<file path="config.mk">
export PLATFORM = sky130hd
export DESIGN_NAME = ascii_frame_link_handler
export DESIGN_NICKNAME = d
export VERILOG_FILES = /design/src/afh_pkg.sv /design/src/afh_front.sv /design/src/afh_fifo.sv /design/src/afh_back.sv /design/src/ascii_frame_link_handler.sv
export SDC_FILE = /design/constraint.sdc
export NUM_CORES = 1
export LEC_CHECK = 0
export ABC_AREA = 0
export BUFFER_PORTS_ARGS = -buffer_cell sky130_fd_sc_hd__buf_2
export CORE_UTILIZATION = 50
export CTS_CLUSTER_SIZE = 8
export DETAILED_ROUTE_END_ITERATION = 7
export PLACE_DENSITY = 0.67
export SKIP_CTS_REPAIR_TIMING = 1
export SYNTH_ARGS = -nofsm -noshare
export SYNTH_HDL_FRONTEND = slang
export SYNTH_SLANG_ARGS = --single-unit
export TNS_END_PERCENT = 5
</file>
<file path="constraint.sdc">
create_clock -name clk -period 8.4 [get_ports clk]
set_input_delay 0.42 -clock clk [delete_from_list [all_inputs] [get_ports clk]]
set_output_delay 0.42 -clock clk [all_outputs]
set_load 0.01 [all_outputs]
</file>
<file path="src/afh_pkg.sv">
// Package for the ASCII frame link handler: widths, character codes, register
// indexes, the queue entry type and the digit helper functions.
// No dependencies; every module of the block imports it.
package afh_pkg;

  // Frame store and reply geometry
  localparam int FRAME_BYTES = 18;
  localparam int SA_W        = $clog2(FRAME_BYTES);
  localparam int WP_W        = $clog2(FRAME_BYTES + 1);
  localparam int REPLY_LEN   = 17;
  localparam int IDX_W       = $clog2(REPLY_LEN);
  localparam int VAL_W       = 10;
  localparam int TMR_W       = 16;
  localparam int CFG_IDX_W   = 1;

  // Queue between front and back
  localparam int FIFO_DEPTH  = 4;
  localparam int FIFO_AW     = $clog2(FIFO_DEPTH);

  localparam logic [TMR_W-1:0] TMR_MAX    = {TMR_W{1'b1}};
  localparam logic [TMR_W-1:0] GAP_RESET  = 16'd20;
  localparam logic [TMR_W-1:0] LINK_RESET = 16'd1000;
  localparam logic [VAL_W-1:0] VAL_MAX    = 10'd999;

  // Character codes
  localparam logic [7:0] CHAR_OPEN  = 8'h7B;
  localparam logic [7:0] CHAR_SEP   = 8'h3B;
  localparam logic [7:0] CHAR_CLOSE = 8'h7D;
  localparam logic [7:0] CHAR_ZERO  = 8'h30;
  localparam logic [7:0] CHAR_NINE  = 8'h39;

  // Item kinds and register indexes
  localparam logic CMD_BYTE = 1'b0;
  localparam logic CMD_TICK = 1'b1;
  localparam logic [CFG_IDX_W-1:0] REG_GAP  = 1'b0;
  localparam logic [CFG_IDX_W-1:0] REG_LINK = 1'b1;

  typedef logic [3:0]       digit_t;
  typedef digit_t [2:0]     bcd3_t;    // [2] hundreds, [1] tens, [0] units
  typedef logic [VAL_W-1:0] val_t;

  // One queued step: reply request plus the status seen after the step
  typedef struct packed {
    logic            send;
    bcd3_t [3:0]     digits;
    logic            connected;
    val_t  [3:0]     rx_vals;
  } entry_t;

  // A non-digit counts as zero
  function automatic digit_t digit_value(input logic [7:0] c);
    digit_t d;
    d = 4'd0;
    if (c >= CHAR_ZERO && c <= CHAR_NINE) begin
      d = c[3:0];
    end
    return d;
  endfunction

  // Saturate to 999 and split into three decimal digits by compare and subtract
  function automatic bcd3_t to_bcd(input val_t v);
    val_t       s;
    digit_t     h;
    digit_t     t;
    logic [6:0] r;
    logic [3:0] u;
    bcd3_t      res;
    s = (v > VAL_MAX) ? VAL_MAX : v;
    h = 4'd0;
    r = s[6:0];
    for (int i = 1; i < 10; i++) begin
      if (s >= VAL_W'(i * 100)) begin
        h = 4'(i);
        r = 7'(s - VAL_W'(i * 100));
      end
    end
    t = 4'd0;
    u = r[3:0];
    for (int i = 1; i < 10; i++) begin
      if (r >= 7'(i * 10)) begin
        t = 4'(i);
        u = 4'(r - 7'(i * 10));
      end
    end
    res[2] = h;
    res[1] = t;
    res[0] = u;
    return res;
  endfunction

endpackage

</file>
<file path="src/afh_front.sv">
// Front part: accepts items, keeps frame store, timers, link flag and
// received values, and pushes one queue entry per item. Uses afh_pkg.
module afh_front (
  input  logic                           clk,
  input  logic                           rst_n,
  input  logic                           in_tvalid,
  output logic                           in_tready,
  input  logic [47:0]                    in_tdata,
  input  logic                           in_tuser,
  input  logic                           cfg_we,
  input  logic [afh_pkg::CFG_IDX_W-1:0]  cfg_index,
  input  logic [afh_pkg::TMR_W-1:0]      cfg_wdata,
  input  logic                           q_full,
  output logic                           q_push,
  output afh_pkg::entry_t                q_data
);
  import afh_pkg::*;

  logic [7:0]       store_r [FRAME_BYTES];
  logic [7:0]       store_nxt [FRAME_BYTES];
  logic [WP_W-1:0]  wp_r, wp_nxt;
  logic             gap_run_r, gap_run_nxt;
  logic [TMR_W-1:0] gap_cnt_r, gap_cnt_nxt;
  logic             link_run_r, link_run_nxt;
  logic [TMR_W-1:0] link_cnt_r, link_cnt_nxt;
  logic             up_r, up_nxt;
  logic             pend_r, pend_nxt;
  val_t [3:0]       vals_r, vals_nxt;
  logic [TMR_W-1:0] gap_ticks_r, link_ticks_r;

  logic             acc;
  logic             send;
  logic [7:0]       rx_byte;
  val_t [3:0]       tx_vals;
  logic             layout_ok;

  // Input fields, lowest bits first
  assign rx_byte    = in_tdata[7:0];
  assign tx_vals[0] = in_tdata[17:8];
  assign tx_vals[1] = in_tdata[27:18];
  assign tx_vals[2] = in_tdata[37:28];
  assign tx_vals[3] = in_tdata[47:38];

  assign in_tready = !q_full;
  assign acc       = in_tvalid && in_tready;
  assign q_push    = acc;

  assign layout_ok = (store_r[0] == CHAR_OPEN) && (store_r[4] == CHAR_SEP) &&
                     (store_r[8] == CHAR_SEP) && (store_r[12] == CHAR_SEP) &&
                     (store_r[16] == CHAR_CLOSE);

  // Next state for one accepted item
  always_comb begin
    store_nxt    = store_r;
    wp_nxt       = wp_r;
    gap_run_nxt  = gap_run_r;
    gap_cnt_nxt  = gap_cnt_r;
    link_run_nxt = link_run_r;
    link_cnt_nxt = link_cnt_r;
    up_nxt       = up_r;
    pend_nxt     = pend_r;
    vals_nxt     = vals_r;
    send         = 1'b0;
    if (acc) begin
      if (in_tuser == CMD_BYTE) begin
        if (wp_r < WP_W'(FRAME_BYTES)) begin
          store_nxt[wp_r[SA_W-1:0]] = rx_byte;
          wp_nxt = wp_r + 1'b1;
        end
        gap_run_nxt = 1'b1;
        gap_cnt_nxt = '0;
      end else begin
        send     = pend_r;
        pend_nxt = 1'b0;
        if (gap_run_r && gap_cnt_r != TMR_MAX) begin
          gap_cnt_nxt = gap_cnt_r + 1'b1;
        end
        if (link_run_r && link_cnt_r != TMR_MAX) begin
          link_cnt_nxt = link_cnt_r + 1'b1;
        end
        // Gap expired: close the frame
        if (gap_run_r && gap_cnt_nxt >= gap_ticks_r) begin
          if (layout_ok) begin
            for (int k = 0; k < 4; k++) begin
              vals_nxt[k] = VAL_W'(digit_value(store_r[1 + 4 * k])) * VAL_W'(100) +
                            VAL_W'(digit_value(store_r[2 + 4 * k])) * VAL_W'(10) +
                            VAL_W'(digit_value(store_r[3 + 4 * k]));
            end
          end
          link_run_nxt = 1'b1;
          link_cnt_nxt = '0;
          up_nxt       = 1'b1;
          gap_run_nxt  = 1'b0;
          gap_cnt_nxt  = '0;
          wp_nxt       = '0;
          pend_nxt     = 1'b1;
        end
        // Link timeout
        if (link_run_nxt && link_cnt_nxt >= link_ticks_r) begin
          link_run_nxt = 1'b0;
          link_cnt_nxt = '0;
          up_nxt       = 1'b0;
        end
      end
    end
  end

  // Queue entry: reply digits and status after the step
  always_comb begin
    q_data.send      = send;
    q_data.connected = up_nxt;
    q_data.rx_vals   = vals_nxt;
    for (int k = 0; k < 4; k++) begin
      q_data.digits[k] = to_bcd(tx_vals[k]);
    end
  end

  // State registers
  always_ff @(posedge clk) begin
    if (!rst_n) begin
      for (int i = 0; i < FRAME_BYTES; i++) begin
        store_r[i] <= '0;
      end
      wp_r       <= '0;
      gap_run_r  <= 1'b0;
      gap_cnt_r  <= '0;
      link_run_r <= 1'b0;
      link_cnt_r <= '0;
      up_r       <= 1'b0;
      pend_r     <= 1'b0;
      vals_r     <= '0;
    end else begin
      store_r    <= store_nxt;
      wp_r       <= wp_nxt;
      gap_run_r  <= gap_run_nxt;
      gap_cnt_r  <= gap_cnt_nxt;
      link_run_r <= link_run_nxt;
      link_cnt_r <= link_cnt_nxt;
      up_r       <= up_nxt;
      pend_r     <= pend_nxt;
      vals_r     <= vals_nxt;
    end
  end

  // Configuration registers
  always_ff @(posedge clk) begin
    if (!rst_n) begin
      gap_ticks_r  <= GAP_RESET;
      link_ticks_r <= LINK_RESET;
    end else if (cfg_we) begin
      case (cfg_index)
        REG_GAP:  gap_ticks_r  <= cfg_wdata;
        REG_LINK: link_ticks_r <= cfg_wdata;
        default:  ;
      endcase
    end
  end

endmodule

</file>
<file path="src/afh_fifo.sv">
// Short queue of step entries between front and back.
// Uses afh_pkg for the entry type and depth.
module afh_fifo (
  input  logic             clk,
  input  logic             rst_n,
  input  logic             push,
  input  afh_pkg::entry_t  push_data,
  input  logic             pop,
  output logic             full,
  output logic             empty,
  output afh_pkg::entry_t  head
);
  import afh_pkg::*;

  entry_t             mem_r [FIFO_DEPTH];
  logic [FIFO_AW-1:0] wr_r, wr_nxt;
  logic [FIFO_AW-1:0] rd_r, rd_nxt;
  logic [FIFO_AW:0]   cnt_r, cnt_nxt;
  logic               do_push, do_pop;

  assign full    = (cnt_r == (FIFO_AW + 1)'(FIFO_DEPTH));
  assign empty   = (cnt_r == '0);
  assign head    = mem_r[rd_r];
  assign do_push = push && !full;
  assign do_pop  = pop && !empty;

  // Pointers and fill count
  always_comb begin
    wr_nxt  = do_push ? wr_r + 1'b1 : wr_r;
    rd_nxt  = do_pop ? rd_r + 1'b1 : rd_r;
    cnt_nxt = cnt_r;
    if (do_push && !do_pop) begin
      cnt_nxt = cnt_r + 1'b1;
    end else if (!do_push && do_pop) begin
      cnt_nxt = cnt_r - 1'b1;
    end
  end

  always_ff @(posedge clk) begin
    if (!rst_n) begin
      wr_r  <= '0;
      rd_r  <= '0;
      cnt_r <= '0;
    end else begin
      wr_r  <= wr_nxt;
      rd_r  <= rd_nxt;
      cnt_r <= cnt_nxt;
    end
  end

  // Entry storage
  always_ff @(posedge clk) begin
    if (do_push) begin
      mem_r[wr_r] <= push_data;
    end
  end

endmodule

</file>
<file path="src/afh_back.sv">
// Back part: turns each queue entry into one status item or the 17-character
// reply, through an output register. Uses afh_pkg.
module afh_back (
  input  logic             clk,
  input  logic             rst_n,
  input  logic             q_empty,
  input  afh_pkg::entry_t  q_head,
  output logic             q_pop,
  output logic             out_tvalid,
  input  logic             out_tready,
  output logic [55:0]      out_tdata,
  output logic             out_tlast,
  output logic             out_tuser
);
  import afh_pkg::*;

  logic             vld_r, vld_nxt;
  logic [IDX_W-1:0] idx_r, idx_nxt;
  logic [7:0]       char_r, char_nxt;
  logic             last_r, last_nxt;
  logic             txv_r, txv_nxt;
  logic             conn_r, conn_nxt;
  val_t [3:0]       vals_r, vals_nxt;
  logic             load;
  logic [3:0]       pos;
  logic [7:0]       rep_char;

  assign load = !q_empty && (!vld_r || out_tready);
  assign pos  = idx_r[3:0] - 4'd1;

  // Reply character at the current index
  always_comb begin
    if (idx_r == '0) begin
      rep_char = CHAR_OPEN;
    end else if (idx_r == IDX_W'(REPLY_LEN - 1)) begin
      rep_char = CHAR_CLOSE;
    end else if (pos[1:0] == 2'd3) begin
      rep_char = CHAR_SEP;
    end else begin
      rep_char = CHAR_ZERO + 8'(q_head.digits[pos[3:2]][2'd2 - pos[1:0]]);
    end
  end

  // Output register load and reply index
  always_comb begin
    vld_nxt  = vld_r;
    idx_nxt  = idx_r;
    char_nxt = char_r;
    last_nxt = last_r;
    txv_nxt  = txv_r;
    conn_nxt = conn_r;
    vals_nxt = vals_r;
    q_pop    = 1'b0;
    if (load) begin
      vld_nxt  = 1'b1;
      conn_nxt = q_head.connected;
      vals_nxt = q_head.rx_vals;
      if (q_head.send) begin
        txv_nxt  = 1'b1;
        char_nxt = rep_char;
        last_nxt = (idx_r == IDX_W'(REPLY_LEN - 1));
        q_pop    = last_nxt;
        idx_nxt  = last_nxt ? '0 : idx_r + 1'b1;
      end else begin
        txv_nxt  = 1'b0;
        char_nxt = 8'd0;
        last_nxt = 1'b1;
        q_pop    = 1'b1;
      end
    end else if (out_tready) begin
      vld_nxt = 1'b0;
    end
  end

  always_ff @(posedge clk) begin
    if (!rst_n) begin
      vld_r <= 1'b0;
      idx_r <= '0;
    end else begin
      vld_r <= vld_nxt;
      idx_r <= idx_nxt;
    end
  end

  always_ff @(posedge clk) begin
    char_r <= char_nxt;
    last_r <= last_nxt;
    txv_r  <= txv_nxt;
    conn_r <= conn_nxt;
    vals_r <= vals_nxt;
  end

  assign out_tvalid = vld_r;
  assign out_tlast  = last_r;
  assign out_tuser  = txv_r;
  assign out_tdata  = {7'd0, vals_r[3], vals_r[2], vals_r[1], vals_r[0], conn_r, char_r};

endmodule

</file>
<file path="src/ascii_frame_link_handler.sv">
// Top level of the ASCII frame link handler: front, step queue and back.
// Depends on afh_pkg, afh_front, afh_fifo and afh_back.
//
//  channel  | group         | moves
//  ---------+---------------+-------------------------------------------------
//  input    | in_t*         | one received byte or one millisecond tick
//  result   | out_t*        | one status item or one reply character
//  config   | cfg_*         | register write, index 0 gap, index 1 link timeout
//
// An input item is accepted every cycle while the four-entry step queue has
// room; its state update is done in the cycle of acceptance.
// Each step yields one result item through the step queue and the back's
// output register; a tick with a pending reply yields 17, one per character index.
// Either side may stall on its own; the queue absorbs up to four steps.
// Synchronous active-low reset clears the control state; no clearing pass is needed.
module ascii_frame_link_handler (
  input  logic                           clk,
  input  logic                           rst_n,
  input  logic                           in_tvalid,
  output logic                           in_tready,
  // rx_byte[7:0], tx_fault[17:8], tx_battery[27:18], tx_force[37:28],
  // tx_speed[47:38]
  input  logic [47:0]                    in_tdata,
  // command[0]
  input  logic                           in_tuser,
  output logic                           out_tvalid,
  input  logic                           out_tready,
  // tx_char[7:0], connected[8], rx_fault[18:9], rx_battery[28:19],
  // rx_force[38:29], rx_speed[48:39], zeros above
  output logic [55:0]                    out_tdata,
  output logic                           out_tlast,
  // tx_valid[0]
  output logic                           out_tuser,
  input  logic                           cfg_we,
  input  logic [afh_pkg::CFG_IDX_W-1:0]  cfg_index,
  input  logic [afh_pkg::TMR_W-1:0]      cfg_wdata
);
  import afh_pkg::*;

  logic   q_full, q_empty, q_push, q_pop;
  entry_t q_wdata, q_head;

  afh_front u_front (
    .clk       (clk),
    .rst_n     (rst_n),
    .in_tvalid (in_tvalid),
    .in_tready (in_tready),
    .in_tdata  (in_tdata),
    .in_tuser  (in_tuser),
    .cfg_we    (cfg_we),
    .cfg_index (cfg_index),
    .cfg_wdata (cfg_wdata),
    .q_full    (q_full),
    .q_push    (q_push),
    .q_data    (q_wdata)
  );

  afh_fifo u_fifo (
    .clk       (clk),
    .rst_n     (rst_n),
    .push      (q_push),
    .push_data (q_wdata),
    .pop       (q_pop),
    .full      (q_full),
    .empty     (q_empty),
    .head      (q_head)
  );

  afh_back u_back (
    .clk        (clk),
    .rst_n      (rst_n),
    .q_empty    (q_empty),
    .q_head     (q_head),
    .q_pop      (q_pop),
    .out_tvalid (out_tvalid),
    .out_tready (out_tready),
    .out_tdata  (out_tdata),
    .out_tlast  (out_tlast),
    .out_tuser  (out_tuser)
  );

endmodule

</file>
==> flow_summary.html <==
<table>
<tr><th>Metric</th><th>Value</th></tr>
<tr><th colspan="2">Outcome</th></tr>
<tr><td>Run status</td><td>complete, but fails checks</td></tr>
<tr><td>Violations in the final reports</td><td>DRC</td></tr>
<tr><th colspan="2">Layout</th></tr>
<tr><td>Fill cell instance count of the final layout</td><td>6225</td></tr>
<tr><td>Total area of sequential cells</td><td>0.0176 sq mm</td></tr>
<tr><td>Highest-count cells in the layout ignoring fill and taps</td><td>sky130_fd_sc_hd__edfxtp_1 (409), sky130_fd_sc_hd__nor2_1 (297), sky130_fd_sc_hd__nand2_1 (294), sky130_fd_sc_hd__dfxtp_1 (262), sky130_fd_sc_hd__ha_1 (203)</td></tr>
<tr><td>Finished Core Util</td><td>55.8%</td></tr>
<tr><td>Ratio of cells with drive above 1 in the final layout</td><td>13.0%</td></tr>
<tr><td>Final instance area</td><td>0.0407 sq mm</td></tr>
<tr><td>Total area of multi-input combinational cells</td><td>0.0177 sq mm</td></tr>
<tr><td>Most frequent standard cell in the layout excluding fill and tap cells</td><td>sky130_fd_sc_hd__edfxtp_1</td></tr>
<tr><td>Synthesis-to-layout area growth</td><td>10.7%</td></tr>
<tr><td>Filler-free cell count of the finished design</td><td>4469</td></tr>
<tr><td>Antenna Diode Count</td><td>0</td></tr>
<tr><td>Total number of nets in the final design</td><td>3740</td></tr>
<tr><th colspan="2">STA</th></tr>
<tr><td>Transition time at the pin with the least slew margin</td><td>1.25 ns</td></tr>
<tr><td>Setup repair after global routing missed its margin</td><td>no</td></tr>
<tr><td>Slew headroom</td><td>16.3%</td></tr>
<tr><td>Number of endpoints failing setup at the final stage</td><td>0</td></tr>
<tr><td>Post-route clock skew</td><td>0.0490 ns</td></tr>
<tr><td>Crit path time final</td><td>6.65 ns</td></tr>
<tr><td>Final count of pins violating max slew</td><td>0</td></tr>
<tr><td>Count of endpoints failing hold in the final timing report</td><td>0</td></tr>
<tr><td>Highest clock rate</td><td>0.150 GHz</td></tr>
<tr><td>Period Utilization, post-route</td><td>79.2%</td></tr>
<tr><td>Post-Route Setup TNS</td><td>0 ns</td></tr>
<tr><th colspan="2">Setup path</th></tr>
<tr><td>Cell class contributing the biggest share of worst-path delay</td><td>simple AND/OR/NAND/NOR gates</td></tr>
<tr><td>Critical path depth</td><td>29</td></tr>
<tr><td>Crit path capture type</td><td>flip-flop</td></tr>
<tr><td>Highest cell delay on the worst timing path</td><td>0.81 ns</td></tr>
<tr><td>Flop2flop setup slack</td><td>1.75 ns</td></tr>
<tr><td>Capture point of the worst path</td><td>u_front.link_cnt_r[1]</td></tr>
<tr><td>Crit. Startpoint</td><td>u_front.gap_cnt_r[5]</td></tr>
<tr><td>Worst endpoint data arrival time</td><td>7.17 ns</td></tr>
<tr><td>Critical path launch point type</td><td>flip-flop</td></tr>
<tr><td>CP Data Required Time</td><td>8.92 ns</td></tr>
<tr><td>Crit path max fanout</td><td>31</td></tr>
<tr><td>Critical register-to-register path startpoint</td><td>u_front.gap_cnt_r[5]</td></tr>
<tr><td>Capturing point of the worst reg2reg path</td><td>u_front.link_cnt_r[1]</td></tr>
<tr><td>Crit Path Class</td><td>reg2reg</td></tr>
<tr><td>Buffering stage count on the worst path with inverters included</td><td>1</td></tr>
<tr><td>CP max-delay cell</td><td>sky130_fd_sc_hd__a31oi_1</td></tr>
<tr><td>FF-to-FF path depth</td><td>29</td></tr>
<tr><th colspan="2">Power and ir drop</th></tr>
<tr><td>Leak Pwr</td><td>15.3 nW</td></tr>
<tr><td>Worst vdd ir</td><td>205 uV</td></tr>
<tr><td>Total design power</td><td>0.00974 W</td></tr>
<tr><td>Ratio of total power to cell area</td><td>239 mW/mm^2</td></tr>
<tr><th colspan="2">Clock network</th></tr>
<tr><td>TritonCTS clock tree</td><td>done</td></tr>
<tr><td>Clock slew at reported path FFs</td><td>0.05 ns</td></tr>
<tr><td>CTS H-tree depth</td><td>3</td></tr>
<tr><td>Total number of clock tree sinks</td><td>673</td></tr>
<tr><td>CTS buffer count</td><td>94</td></tr>
<tr><td>Clock latency of the later-clocked register in the worst-skew pair</td><td>0.63 ns</td></tr>
<tr><td>CTS Root Cell</td><td>sky130_fd_sc_hd__clkbuf_16</td></tr>
<tr><td>Number of buffers between clock root and the deepest sink</td><td>3</td></tr>
<tr><th colspan="2">Synthesis</th></tr>
<tr><td>Number of storage elements in the synthesis netlist</td><td>673</td></tr>
<tr><td>Cell Area, Synth</td><td>0.0368 sq mm</td></tr>
<tr><td>Synth warn</td><td>0</td></tr>
<tr><td>Post-synth EDFFs</td><td>409</td></tr>
<tr><td>Most used flip-flop cell after synthesis</td><td>sky130_fd_sc_hd__edfxtp_1</td></tr>
<tr><td>Proportion of synthesized flip-flops having asynchronous set or reset</td><td>0%</td></tr>
<tr><td>Post-synthesis cell type count</td><td>116</td></tr>
<tr><td>Sequential cell area fraction in the yosys report</td><td>47.7%</td></tr>
<tr><td>Instance count of the mapped netlist</td><td>3397</td></tr>
<tr><td>Post-synthesis area per instance</td><td>10.8 sq um</td></tr>
<tr><th colspan="2">Global routing</th></tr>
<tr><td>M3 GR Usage</td><td>3.00%</td></tr>
<tr><td>Maximum number of pins on one net before global-route repair</td><td>104</td></tr>
<tr><td>Overflow left after global routing</td><td>0</td></tr>
<tr><td>Most Used Layer, Global Route</td><td>met2</td></tr>
<tr><td>Global routing usage on met1</td><td>29.3%</td></tr>
<tr><td>Wire length of the first global-routing pass</td><td>133000 um</td></tr>
<tr><td>Initial antenna violation count</td><td>1</td></tr>
<tr><td>Number of global-route vias before repair</td><td>25222</td></tr>
<tr><td>GRT met2 Usage</td><td>36.9%</td></tr>
<tr><td>Total track usage</td><td>22.0%</td></tr>
<tr><th colspan="2">Floorplan</th></tr>
<tr><td>Number of placed I/O pins</td><td>131</td></tr>
<tr><td>FP Rows</td><td>99</td></tr>
<tr><td>Height of the die</td><td>273 um</td></tr>
<tr><td>Starting density of the core</td><td>50.5%</td></tr>
<tr><td>Std-Cell Core Area</td><td>0.0730 sq mm</td></tr>
<tr><td>Overall die area</td><td>0.0747 sq mm</td></tr>
<tr><td>Die width</td><td>273 um</td></tr>
<tr><th colspan="2">Place</th></tr>
<tr><td>Cell total after placement</td><td>4308</td></tr>
<tr><td>Number of input and output port buffers inserted</td><td>122</td></tr>
<tr><td>Total cell area at the placement stage</td><td>0.0380 sq mm</td></tr>
<tr><td>Detail Placement HPWL</td><td>53300 um</td></tr>
<tr><td>Global placement routability congestion</td><td>0.906</td></tr>
<tr><th colspan="2">Drt</th></tr>
<tr><td>Number of remaining DRC errors</td><td>2</td></tr>
<tr><td>Number of nets with antenna violations after routing</td><td>0</td></tr>
<tr><td>1st-iter DRT viols</td><td>1818</td></tr>
<tr><td>WL final</td><td>82000 um</td></tr>
<tr><td>Via density</td><td>5.85</td></tr>
<tr><td>Routed WL per cell</td><td>18.3 um</td></tr>
<tr><td>First-pass DRT Iterations</td><td>7</td></tr>
<tr><td>Via total after detailed routing</td><td>26133</td></tr>
<tr><th colspan="2">Job</th></tr>
<tr><td>Number of maximum-capacitance constraint violations</td><td>0</td></tr>
<tr><th colspan="2">Min path</th></tr>
<tr><td>Path category of the worst min-delay check</td><td>in2reg</td></tr>
</table>
-- worst min-delay path, stage by stage --
cell and delay (ns):
sky130_fd_sc_hd__buf_2 0.11, sky130_fd_sc_hd__nand2_1 0.05, sky130_fd_sc_hd__a21oi_1 0.05
-- through the flow --
| stage | hold WS, ns | worst slack [ns] |
|---|---|---|
| after floorplan | 0.431 | 2.86 |
| after global placement | 0.441 | 1.96 |
| after detailed placement | 0.443 | 1.80 |
| after CTS | 0.0520 | 1.73 |
| after global routing | 0.0730 | 1.06 |
| final | 0.0785 | 1.75 |
-- synth_stat cells (all sizes together) (21+ instances only) --
| library cell | count | share of area, % |
|---|---|---|
| clkbuf | 109 | 1.1 |
| mux2 | 36 | 1.1 |
| inv | 203 | 2.1 |
| o21ai | 125 | 1.8 |
| mux2i | 130 | 3.5 |
| a21oi | 191 | 2.6 |
| mux4 | 99 | 6.1 |
| a211oi | 26 | 0.56 |
| buf | 89 | 1.3 |
| xor2 | 36 | 0.86 |
| o31ai | 21 | 0.44 |
| and3 | 26 | 0.44 |
| nand3 | 97 | 1.3 |
| and2 | 81 | 1.4 |
| nor2 | 302 | 3.1 |
| fa | 21 | 1.1 |
| edfxtp | 409 | 33 |
| nor3 | 54 | 0.76 |
| dfxtp | 264 | 14 |
| nand4 | 32 | 0.58 |
| ha | 203 | 6.9 |
| nand2 | 294 | 3.0 |
| a31oi | 29 | 0.49 |
| nand2b | 23 | 0.39 |
| o211ai | 31 | 0.66 |
| xnor2 | 62 | 1.6 |
| nor2b | 29 | 0.49 |
| a21o | 46 | 0.94 |
-- worst min path at each step --
stage                                    start                       end  slack [ns]  cells past startpoint
after floorplan           u_front.store_r[138]      u_front.store_r[138]        0.43                      2
after global placement    u_front.store_r[138]      u_front.store_r[138]        0.44                      2
after detailed placement  u_front.store_r[120]      u_front.store_r[120]        0.44                      2
after CTS                        cfg_wdata[12]  u_front.link_ticks_r[12]        0.05                      3
after global routing             cfg_wdata[14]   u_front.gap_ticks_r[14]        0.07                      3
final                            cfg_wdata[12]  u_front.link_ticks_r[12]        0.08                      3
-- routing by layer --
layer | share of wire [%] | vias up
met5 | 0.016 | -
met1 | 44 | 12730
met2 | 49 | 690
li1 | - | 12583
met4 | 2.4 | 2
met3 | 4.7 | 128
-- cells by family after synthesis --
logic type	share of synthesized area [%]
simple gates	13.8
compound gates	12.8
flops	47.7
buf+inv	4.51
mux	10.7
fa+ha+maj	8.04
xor+xnor	2.44
other cells	0.0102
-- sequential cells by signal (all words and copies together), names as in the netlist, 6 cells and up, named ones only --
signal	cells
u_front.store_r	136
u_fifo.mem_r	360
u_front.vals_r	40
u_front.gap_cnt_r	16
u_front.gap_ticks_r	16
u_front.link_ticks_r	16
u_front.link_cnt_r	16
u_back.char_r	6
u_back.out_tdata	40
-- power breakdown --
group | switching, W | internal [W] | leakage [nW] | total (W)
clock network | 0.00134 | 0.00216 | 1.32 | 0.00350
logic | 0.00125 | 0.000800 | 8.05 | 0.00205
registers | 0.000152 | 0.00403 | 5.89 | 0.00418
total | 0.00274 | 0.00699 | 15.3 | 0.00974
-- final cells by class --
class                   count  share of cell area, %
multi-input cells        2328                   43.3
inverters                 205                   1.90
clock buffers             156                   6.53
flip-flops and latches    673                   43.1
clock inverters             5                  0.264
well taps                 959                   2.95
repair buffers            143                   1.89
No activity file was read; power rests on OpenSTA's default activity.
